==> config.mk <==
export PLATFORM = sky130hd
export DESIGN_NAME = link_loss_recovery_supervisor_top
export DESIGN_NICKNAME = d
export VERILOG_FILES = /design/src/hdl/llrs_pkg.sv /design/src/hdl/link_loss_recovery_supervisor_top.sv
export SDC_FILE = /design/constraint.sdc
export NUM_CORES = 1
export LEC_CHECK = 0
export BUFFER_PORTS_ARGS = -buffer_cell sky130_fd_sc_hd__buf_2
export CAP_MARGIN = 20
export CORE_MARGIN = 3
export CORE_UTILIZATION = 45
export CTS_CLUSTER_SIZE = 20
export DETAILED_ROUTE_END_ITERATION = 10
export PLACE_DENSITY_LB_ADDON = 0.1
export RECOVER_POWER = 25
export REMOVE_ABC_BUFFERS = 1
export SYNTH_ARGS = -nofsm -noshare
export SYNTH_HDL_FRONTEND = slang
export SYNTH_SLANG_ARGS = --single-unit
export TNS_END_PERCENT = 50
==> constraint.sdc <==
create_clock -name clk -period 6.9 [get_ports clk]
set_input_delay 0.345 -clock clk [delete_from_list [all_inputs] [get_ports clk]]
set_output_delay 0.345 -clock clk [all_outputs]
set_load 0.1 [all_outputs]
==> src/hdl/llrs_pkg.sv <==
// llrs_pkg: shared constants and types for the link loss recovery supervisor
// register indexes, reset values and port widths; no dependencies

package llrs_pkg;

    localparam int TimeWidth     = 32;
    localparam int CfgIndexWidth = 3;
    localparam int CfgDataWidth  = 32;
    localparam int RebootWidth   = 31;

    typedef logic [TimeWidth-1:0]     time_ms_t;
    typedef logic [CfgIndexWidth-1:0] cfg_index_t;
    typedef logic [CfgDataWidth-1:0]  cfg_data_t;
    typedef logic [RebootWidth-1:0]   reboot_ms_t;

    // configuration register indexes
    localparam cfg_index_t CFG_RECOVERY_ENABLE = 3'd0;
    localparam cfg_index_t CFG_CHECK_INTERVAL  = 3'd1;
    localparam cfg_index_t CFG_REBOOT_AFTER    = 3'd2;
    localparam cfg_index_t CFG_RETRY_WINDOW    = 3'd3;
    localparam cfg_index_t CFG_GRACE_DELAY     = 3'd4;
    localparam cfg_index_t CFG_RETRY_PERIOD    = 3'd5;

    // configuration reset values
    localparam logic       RST_RECOVERY_ENABLE = 1'b1;
    localparam time_ms_t   RST_CHECK_INTERVAL  = 32'd1000;
    localparam reboot_ms_t RST_REBOOT_AFTER    = 31'd0;
    localparam time_ms_t   RST_RETRY_WINDOW    = 32'hFFFF_FFFF;
    localparam time_ms_t   RST_GRACE_DELAY     = 32'd0;
    localparam time_ms_t   RST_RETRY_PERIOD    = 32'd5000;

    // zero timestamp marks nothing recorded
    localparam time_ms_t   NO_TIME = 32'd0;

    typedef struct packed {
        logic evaluated;
        logic recovered;
        logic lost;
        logic reboot_request;
        logic reconnect_request;
    } flags_t;

endpackage

==> src/hdl/link_loss_recovery_supervisor_top.sv <==
// link_loss_recovery_supervisor_top: poll throttle, outage tracking and
// reboot / reconnect decisions; depends on llrs_pkg
//
//   channel   direction  handshake           payload
//   in        sink       in_valid/in_stall   now_ms, station_mode, link_up
//   out       source     out_valid/out_stall evaluated, recovered, lost,
//                                            reboot_request, reconnect_request
//   cfg       sink       cfg_write           cfg_index, cfg_data
//
// a poll passes from transfer to result through the input register, then the
// decision logic (wrapping subtracts and compares) into the result register
// one poll per cycle unless the output stalls; the supervisor state is
// updated as a poll enters the result register, so the next poll sees it at once
// rst_n is asynchronous, clears the control and supervisor state and loads
// the configuration defaults
// a stall at the output holds the result; the input register still takes a
// poll while the result waits, and in_stall rises only when both are full

module link_loss_recovery_supervisor_top
    import llrs_pkg::*;
(
    input  logic       clk,
    input  logic       rst_n,

    input  logic       in_valid,
    output logic       in_stall,
    input  time_ms_t   now_ms,
    input  logic       station_mode,
    input  logic       link_up,

    output logic       out_valid,
    input  logic       out_stall,
    output logic       evaluated,
    output logic       recovered,
    output logic       lost,
    output logic       reboot_request,
    output logic       reconnect_request,

    input  logic       cfg_write,
    input  cfg_index_t cfg_index,
    input  cfg_data_t  cfg_data
);

    // configuration
    logic       recovery_enable_reg;
    time_ms_t   check_interval_reg;
    reboot_ms_t reboot_after_reg;
    time_ms_t   retry_window_reg;
    time_ms_t   grace_delay_reg;
    time_ms_t   retry_period_reg;

    // supervisor state
    time_ms_t   last_poll_time_reg, last_poll_time_next;
    time_ms_t   outage_start_reg,   outage_start_next;
    time_ms_t   last_up_time_reg,   last_up_time_next;
    time_ms_t   last_retry_time_reg, last_retry_time_next;

    // input register
    logic       in_vld_reg;
    time_ms_t   now_reg;
    logic       station_reg;
    logic       up_reg;

    // result register
    logic       out_vld_reg;
    flags_t     flags_reg, flags_next;

    logic       in_take;
    logic       advance;

    time_ms_t   since_poll;
    time_ms_t   outage_base;
    time_ms_t   down_for;
    time_ms_t   since_retry;
    logic       reboot_hit;
    logic       window_ok;

    assign advance  = in_vld_reg && (!out_vld_reg || !out_stall);
    assign in_stall = in_vld_reg && out_vld_reg && out_stall;
    assign in_take  = in_valid && !in_stall;

    always_ff @(posedge clk or negedge rst_n)
    begin
        if (!rst_n)
        begin
            recovery_enable_reg <= RST_RECOVERY_ENABLE;
            check_interval_reg  <= RST_CHECK_INTERVAL;
            reboot_after_reg    <= RST_REBOOT_AFTER;
            retry_window_reg    <= RST_RETRY_WINDOW;
            grace_delay_reg     <= RST_GRACE_DELAY;
            retry_period_reg    <= RST_RETRY_PERIOD;
        end
        else if (cfg_write)
        begin
            case (cfg_index)
                CFG_RECOVERY_ENABLE: recovery_enable_reg <= cfg_data[0];
                CFG_CHECK_INTERVAL:  check_interval_reg  <= cfg_data;
                CFG_REBOOT_AFTER:    reboot_after_reg    <= cfg_data[RebootWidth-1:0];
                CFG_RETRY_WINDOW:    retry_window_reg    <= cfg_data;
                CFG_GRACE_DELAY:     grace_delay_reg     <= cfg_data;
                CFG_RETRY_PERIOD:    retry_period_reg    <= cfg_data;
                default:             ;
            endcase
        end
    end

    // decision logic on the registered poll
    always_comb
    begin
        since_poll  = now_reg - last_poll_time_reg;
        outage_base = (outage_start_reg == NO_TIME) ? now_reg : outage_start_reg;
        down_for    = now_reg - outage_base;
        since_retry = now_reg - last_retry_time_reg;
        reboot_hit  = (reboot_after_reg != '0) && (down_for >= {1'b0, reboot_after_reg});
        // negative window retries forever, zero never
        window_ok   = (retry_window_reg != '0)
                      && (retry_window_reg[TimeWidth-1] || (down_for <= retry_window_reg));

        flags_next           = '0;
        last_poll_time_next  = last_poll_time_reg;
        outage_start_next    = outage_start_reg;
        last_up_time_next    = last_up_time_reg;
        last_retry_time_next = last_retry_time_reg;

        if (since_poll >= check_interval_reg)
        begin
            flags_next.evaluated = 1'b1;
            last_poll_time_next  = now_reg;
            if (recovery_enable_reg && station_reg)
            begin
                if (up_reg)
                begin
                    flags_next.recovered = (outage_start_reg != NO_TIME)
                                           || (last_up_time_reg == NO_TIME);
                    last_up_time_next    = now_reg;
                    outage_start_next    = NO_TIME;
                end
                else
                begin
                    if (outage_start_reg == NO_TIME)
                    begin
                        outage_start_next = now_reg;
                        flags_next.lost   = 1'b1;
                    end
                    if (reboot_hit)
                    begin
                        flags_next.reboot_request = 1'b1;
                    end
                    else if (window_ok && (down_for >= grace_delay_reg)
                             && (since_retry >= retry_period_reg))
                    begin
                        flags_next.reconnect_request = 1'b1;
                        last_retry_time_next         = now_reg;
                    end
                end
            end
        end
    end

    always_ff @(posedge clk or negedge rst_n)
    begin
        if (!rst_n)
        begin
            in_vld_reg          <= 1'b0;
            out_vld_reg         <= 1'b0;
            last_poll_time_reg  <= '0;
            outage_start_reg    <= '0;
            last_up_time_reg    <= '0;
            last_retry_time_reg <= '0;
        end
        else
        begin
            if (in_take)
            begin
                in_vld_reg <= 1'b1;
            end
            else if (advance)
            begin
                in_vld_reg <= 1'b0;
            end

            if (advance)
            begin
                out_vld_reg         <= 1'b1;
                last_poll_time_reg  <= last_poll_time_next;
                outage_start_reg    <= outage_start_next;
                last_up_time_reg    <= last_up_time_next;
                last_retry_time_reg <= last_retry_time_next;
            end
            else if (!out_stall)
            begin
                out_vld_reg <= 1'b0;
            end
        end
    end

    // payload registers
    always_ff @(posedge clk)
    begin
        if (in_take)
        begin
            now_reg     <= now_ms;
            station_reg <= station_mode;
            up_reg      <= link_up;
        end
        if (advance)
        begin
            flags_reg <= flags_next;
        end
    end

    assign out_valid         = out_vld_reg;
    assign evaluated         = flags_reg.evaluated;
    assign recovered         = flags_reg.recovered;
    assign lost              = flags_reg.lost;
    assign reboot_request    = flags_reg.reboot_request;
    assign reconnect_request = flags_reg.reconnect_request;

    // a throttled poll reports nothing else
    assert property (@(posedge clk) disable iff (!rst_n)
        out_valid && !evaluated |-> !(recovered || lost || reboot_request || reconnect_request))
        else $error("flags set on a throttled poll");

    // reboot and reconnect are exclusive, as are recovery and loss
    assert property (@(posedge clk) disable iff (!rst_n)
        out_valid |-> !(reboot_request && reconnect_request) && !(recovered && lost))
        else $error("conflicting result flags");

    // a recovery transfer clears the outage record
    assert property (@(posedge clk) disable iff (!rst_n)
        advance && flags_next.recovered |=> outage_start_reg == NO_TIME)
        else $error("outage not cleared on recovery");

    // a reconnect request stamps the retry time with the poll time
    assert property (@(posedge clk) disable iff (!rst_n)
        advance && flags_next.reconnect_request |=> last_retry_time_reg == $past(now_reg))
        else $error("retry time not recorded");

    // state only moves when a poll goes into the result register
    assert property (@(posedge clk) disable iff (!rst_n)
        !advance |=> $stable(last_poll_time_reg) && $stable(outage_start_reg))
        else $error("state changed without a poll");

endmodule
==> results of run 1 <==
-- cell families after synthesis --
| group | share of synthesized area (%) |
|---|---|
| buf+inv | 5.39 |
| xor+xnor | 3.60 |
| simple gates | 9.88 |
| flops | 40.6 |
| fa+ha+maj | 15.4 |
| compound gates | 15.8 |
| mux | 9.36 |
-- layout make-up --
cell class	instances	area [um^2]
sequential	329	8480
tap	600	751
antenna	1	2.50
clock buffer	59	1170
fill	4141	21700
inverter	240	901
clock inverter	15	238
multi-input combinational	1455	11300
timing repair buffer	148	1050
-- path summary, 6_finish.rpt --
kind,start,slack [ns],endpoint
min in group asynchronous,rst_n,2.39,grace_delay_reg[14]$_DFFE_PN0P_
max,outage_start_reg[0]$_DFFE_PN0P_,0.39,last_retry_time_reg[4]$_DFFE_PN0P_
min,out_stall,0.04,out_valid$_DFFE_PN0P_
min reg2reg,last_up_time_reg[0]$_DFFE_PN0P_,0.49,last_up_time_reg[0]$_DFFE_PN0P_
max reg2reg,outage_start_reg[0]$_DFFE_PN0P_,0.39,last_retry_time_reg[4]$_DFFE_PN0P_
max in group asynchronous,rst_n,1.49,grace_delay_reg[25]$_DFFE_PN0P_
-- metrics by stage --
step | instance area [um^2] | TNS (ns) | setup slack, ns | util (%) | hold slack [ns]
after floorplan | 20700 | 0 | 0.0497 | - | 0.0494
after global placement | 22100 | 0 | 0.276 | 48.5 | 0.469
after detailed placement | 22100 | 0 | 0.196 | 48.5 | 0.485
after CTS | 23900 | 0 | 0.0954 | 52.4 | 0.00597
after global routing | 23900 | -0.0397 | -0.0245 | 52.4 | 0.0385
final | 23900 | 0 | 0.387 | 52.4 | 0.0379
-- cells in the mapped netlist (4+ instances only) --
library cell,instances,area share (%)
dfrtp_1,246,29
edfxtp_1,39,5.6
a21oi_1,138,3.3
a2111oi_0,6,0.25
o21ai_0,155,3.7
a211oi_1,14,0.50
xor2_1,24,1.0
and3_1,18,0.54
o21bai_1,14,0.50
a221oi_1,4,0.17
o21a_1,24,0.86
o31ai_1,30,1.1
dfstp_2,44,5.5
nand2_1,168,3.0
nor3_1,19,0.45
nand3_1,27,0.65
and4_1,9,0.38
o21ai_1,6,0.14
ha_1,252,15
buf_2,6,0.14
mux2_2,132,7.1
mux2_4,30,2.2
nor4_1,33,0.99
and2_1,6,0.18
a31oi_1,6,0.18
nand4_1,30,0.90
a21o_1,74,2.7
o211ai_1,8,0.29
xnor2_1,62,2.6
clkbuf_1,40,0.72
nor2b_1,16,0.48
nor2_1,68,1.2
inv_1,240,4.3
nand2b_1,18,0.54
-- repair_timing --
action / in CTS / in global routing
setup buffers: 0 / 1
gates resized for setup: 0 / 8
endpoints found under the hold margin: 117 / 0
setup endpoints to repair: 0 / 32
hold buffers: 36 / 0
-- worst max-delay path, delay by kind of cell, from the launching register on --
family,cells,cell delay (ns)
adders and majority gates,3,0.89
DFF,1,0.40
and+or+nand+nor,8,1.59
AOI/OAI and AO/OA,13,2.62
muxes,1,0.32
buffers and inverters,2,0.26
xor gates and xnor gates,1,0.27
-- per-layer routing --
metal / global-route usage (%) / vias up / share of wire, %
met3: 2.33 / 71 / 3.0
li1: - / 7681 / -
met2: 35.9 / 259 / 46
met1: 31.5 / 7485 / 49
met4: 6.15 / 0 / 2.4
met5: 0 / - / 0
-- cell usage in the layout (no fill, tap or decap), drive strengths merged, types with 33 or more instances in the layout --
cell type,instances
a21o,74
a21oi,140
buf,103
clkbuf,67
dfrtp,246
dfstp,44
dlygate4sd3,36
edfxtp,39
ha,252
inv,242
mux2,162
nand2,169
nor2,68
nor4,33
o21ai,162
xnor2,62
==> metrics.md, run 1 <==
| Metric | Value |
|---|---|
| Status | complete, but fails checks |
| Violated checks | max-capacitance violations, max-slew violations |
| Post-synthesis sequential area ratio | 40.6% |
| Worst path slowest cell | dfrtp_1 |
| Ys flop type | dfrtp_1 |
| Req. time, crit path | 7.33 ns |
| First-pass GRT wire length | 85900 um |
| Setup crit end kind | flip-flop |
| Synthesized cell area | 20900 um^2 |
| Fin. Hold Viols | 0 |
| Clock latency on the worst-skew pair | 0.57 ns |
| Final HPWL from detailed placement | 41100 um |
| Remaining DRCs | 0 |
| Antenna violations before repair | 1 |
| Slew of the pin with the lowest slew margin | 5.42 ns |
| Congestion Overflow GR | 0 |
| Horiz. Die Dim | 222 um |
| Row Count | 78 |
| Most used cell, CP | a21o_1 |
| Root buf cell | clkbuf_16 |
| Max-slew violation total from the final report | 250 |
| Layout cells sized above 1 | 17.9% |
| Crit Path Class | reg2reg |
| Wirelength, routed | 54500 um |
| Clock Skew | 0.0248 ns |
| Max_cap viols | 4 |
| Setup-failing EPs final | 0 |
| Period utilisation layout | 94.4% |
| CTS tree | built |
| Tmin final | 6.51 ns |
| H-tree depth | 2 |
| CP Max Fanout | 32 |
| Worst path max stage delay | 0.40 ns |
| Synth-to-Final Area Change | 14.6% |
| R2R cell count | 28 |
| Hold Path Cell Cnt | 3 |
| Synth unique cells | 82 |
| Post-route ant nets | 0 |
| Mean post-synth cell area | 10.1 um^2 |
| Initial Util | 45.8% |
| EDFF count, synth | 39 |
| Non-filler instance count after layout | 2847 |
| Ys async rst share | 88.1% |
| Routed via count | 15500 |
| Io pins | 81 |
| Die height | 222 um |
| Vias in the first global route | 15500 |
| Die Area | 49100 um^2 |
| Ys Warns | 0 |
| Worst Hold Class | in2reg |
| Crit path DAT | 6.95 ns |
| CTS buffer count | 40 |
| DP Cell Count | 2735 |
| Area of the core | 45700 um^2 |
| DR WL/cell | 19.1 um |
| Clock Path Buffers | 3 |
| Worst setup SP type | flip-flop |
| I/O Buffers | 80 |
| Largest net degree at the start of global routing | 173 |
| All-layer global routing usage | 22.1% |
| Slew margin rel. | -261% |
| Final Wtd Congestion | 0.934 |
| Yosys reg bits | 329 |
| Synthesized instance count | 2076 |
| Peak Freq | 154 MHz |
| TritonRoute pass-1 iters | 5 |
| Final #Nets | 2543 |
| Vias per inst | 5.44 |
| Clock transition at path regs | 0.06 ns |
| DRT iter0 DRCs | 906 |
| Clock tree sinks | 329 |
Power of run 1 is left out: the tool's default activity adds up to more than one toggle a clock period on the data nets, which glitch-free logic cannot reach.
==> inputs of run 2 (changes only) <==
--- a/config.mk
+++ b/config.mk
@@ -7,6 +7,7 @@
 export LEC_CHECK = 0
 export BUFFER_PORTS_ARGS = -buffer_cell sky130_fd_sc_hd__buf_2
 export CAP_MARGIN = 20
+export CORE_ASPECT_RATIO = 2
 export CORE_MARGIN = 3
 export CORE_UTILIZATION = 45
 export CTS_CLUSTER_SIZE = 20
==> metrics.md, run 2 (same netlist as run 1, synthesis figures left out) <==
| Metric | Value |
|---|---|
| CP top delay family | compound AO/OA/AOI/OAI gates (unchanged) |
| Crit path DAT | 6.89 ns (was 6.95 ns) |
| H-tree depth | 2 (unchanged) |
| Remaining DRCs | 0 (unchanged) |
| Clock latency on the worst-skew pair | 0.55 ns (was 0.57 ns) |
| Vias per inst | 5.57 (was 5.44) |
| Layout Utilization | 52.4% (about the same) |
| Hold slack | 0.0491 ns (was 0.0379 ns) |
| Worst Hold Class | in2reg (unchanged) |
| Largest net degree at the start of global routing | 130 (was 173) |
| Wirelength, routed | 58400 um (was 54500 um) |
| Worst setup SP type | flip-flop (unchanged) |
| Peak Freq | 155 MHz (was 154 MHz) |
| R2R cell count | 29 (was 28) |
| Tmin final | 6.47 ns (was 6.51 ns) |
| Max-slew violation total from the final report | 191 (was 250) |
| Final HPWL from detailed placement | 45500 um (was 41100 um) |
| Clock transition at path regs | 0.06 ns (about the same) |
| Final worst slack | 0.433 ns (was 0.387 ns) |
| CTS buffer count | 35 (was 40) |
| Max_cap viols | 3 (was 4) |
| Hold Path Cell Cnt | 3 (unchanged) |
| Worst path slowest cell | dfrtp_1 (unchanged) |
| Violated checks | max-capacitance violations, max-slew violations (unchanged) |
| Root buf cell | clkbuf_16 (unchanged) |
| DP Worst Slack | 0.154 ns (was 0.196 ns) |
| Most frequent cells in the layout | ha_1, dfrtp_1, inv_1, nand2_1, o21ai_0 (unchanged) |
| Worst hold path endpoint | out_valid$_DFFE_PN0P_ (unchanged) |
| Io pins | 81 (unchanged) |
| Initial Util | 45.6% (was 45.8%) |
| Final setup TNS | 0 ns (unchanged) |
| Antenna violations before repair | 1 (unchanged) |
| Final #Nets | 2568 (was 2543) |
| Worst path max stage delay | 0.42 ns (was 0.40 ns) |
| Commonest non-fill, non-tap cell in the layout | ha_1 (unchanged) |
| Row Count | 111 (was 78) |
| Setup crit end kind | flip-flop (unchanged) |
| R2R Setup Slk | 0.43 ns (was 0.39 ns) |
| Most used cell, CP | a21o_1 (unchanged) |
| Die height | 311 um (was 222 um) |
| DRT iter0 DRCs | 674 (was 906) |
| TritonRoute pass-1 iters | 4 (was 5) |
| DR WL/cell | 20.6 um (was 19.1 um) |
| Status | complete, but fails checks (unchanged) |
| Clock Path Buffers | 3 (unchanged) |
| All-layer global routing usage | 24.1% (was 22.1%) |
| Final Wtd Congestion | 0.893 (was 0.934) |
| Area of the core | 45800 um^2 (was 45700 um^2) |
| Vias in the first global route | 16700 (was 15500) |
| Period utilisation layout | 93.7% (was 94.4%) |
| CTS tree | built (unchanged) |
| R2r endpoint | last_retry_time_reg[25]$_DFFE_PN0P_ (was last_retry_time_reg[4]$_DFFE_PN0P_) |
| Setup-failing EPs final | 0 (unchanged) |
| Synth-to-Final Area Change | 14.9% (was 14.6%) |
| Layout cells sized above 1 | 18.8% (was 17.9%) |
| Crit Path Class | reg2reg (unchanged) |
| I/O Buffers | 80 (unchanged) |
| CP Max Fanout | 11 (was 32) |
| Fin. Hold Viols | 0 (unchanged) |
| Clock Skew | 0.0108 ns (was 0.0248 ns) |
| Post-route ant nets | 0 (unchanged) |
| N_diodes | 0 (was 1) |
| Min-Delay Startpoint | out_stall (unchanged) |
| Clock tree sinks | 329 (unchanged) |
| Congestion Overflow GR | 0 (unchanged) |
| First-pass GRT wire length | 91800 um (was 85900 um) |
| Horiz. Die Dim | 158 um (was 222 um) |
| R2R Path Start | outage_start_reg[27]$_DFFE_PN0P_ (was outage_start_reg[0]$_DFFE_PN0P_) |
| Slew of the pin with the lowest slew margin | 5.35 ns (was 5.42 ns) |
| Routed via count | 15800 (was 15500) |
| Req. time, crit path | 7.32 ns (was 7.33 ns) |
| Die Area | 49200 um^2 (was 49100 um^2) |
| CP Buf/Inv Count | 3 (was 2) |
| Slew margin rel. | -257% (was -261%) |
| RSZ-0062 raised after global routing | no |
run 2: cell count changes in the layout (fill, tap and decap cells not counted), moves of 4 or more:
cell / change
buf_4: +31
clkbuf_8: -4
clkinv_2: -4
clkbuf_16: -4
run 2: layout make-up:
| type | count | area, um^2 |
|---|---|---|
| Clock buffer | 50 | 1020 |
| Clock inverter | 13 | 249 |
| Fill cell | 4190 | 21800 |
| Inverter | 240 | 901 |
| Multi-Input combinational cell | 1455 | 11400 |
| Sequential cell | 329 | 8480 |
| Tap cell | 565 | 707 |
| Timing Repair Buffer | 178 | 1270 |
run 2: what timing repair did:
item                                    in CTS  in global routing
hold buffers                                36                  0
endpoints found under the setup margin       0                 67
endpoints found under the hold margin       99                  0
resized for setup                            0                 11
buffers inserted                             0                  1
run 2: how the worst max path moves through the flow:
stage                                           from                             endpoint  slack, ns  depth (start not counted)
finish              outage_start_reg[27]$_DFFE_PN0P_  last_retry_time_reg[25]$_DFFE_PN0P_       0.43                         29
global placement     outage_start_reg[0]$_DFFE_PN0P_  last_retry_time_reg[30]$_DFFE_PN0P_       0.18                         28
global route         outage_start_reg[0]$_DFFE_PN0P_  last_retry_time_reg[29]$_DFFE_PN0P_       0.05                         28
CTS                 outage_start_reg[27]$_DFFE_PN0P_  last_retry_time_reg[29]$_DFFE_PN0P_       0.07                         28
floorplan           outage_start_reg[19]$_DFFE_PN0P_  last_retry_time_reg[10]$_DFFE_PN0P_       0.05                         27
detailed placement   outage_start_reg[0]$_DFFE_PN0P_  last_retry_time_reg[27]$_DFFE_PN0P_       0.15                         28
run 2: metrics by stage:
step	instance area [um^2]	cells
after floorplan	20700	2024
after global placement	22300	2730
final	24000	2830
after CTS	24000	2829
after detailed placement	22300	2730
after global routing	24000	2830
run 2: metal layers:
layer	routed length, um	GRT usage, %	share of wire [%]	vias up
met3	1290	2.12	2.2	109
li1	-	-	-	7729
met2	31600	45.5	54	247
met4	3200	11.3	5.5	0
met5	0	0	0	-
met1	22300	26.5	38	7670
run 2: worst reg2reg max path: cells and delay by family (launching register included):
kind | cells | cell delay [ns]
buffers and inverters | 3 | 0.45
muxes | 1 | 0.31
AOI/OAI and AO/OA | 15 | 2.96
DFF | 1 | 0.42
and+or+nand+nor | 6 | 1.06
xor gates and xnor gates | 1 | 0.28
adders and majority gates | 3 | 0.86
Power of run 2 is left out for the same reason.
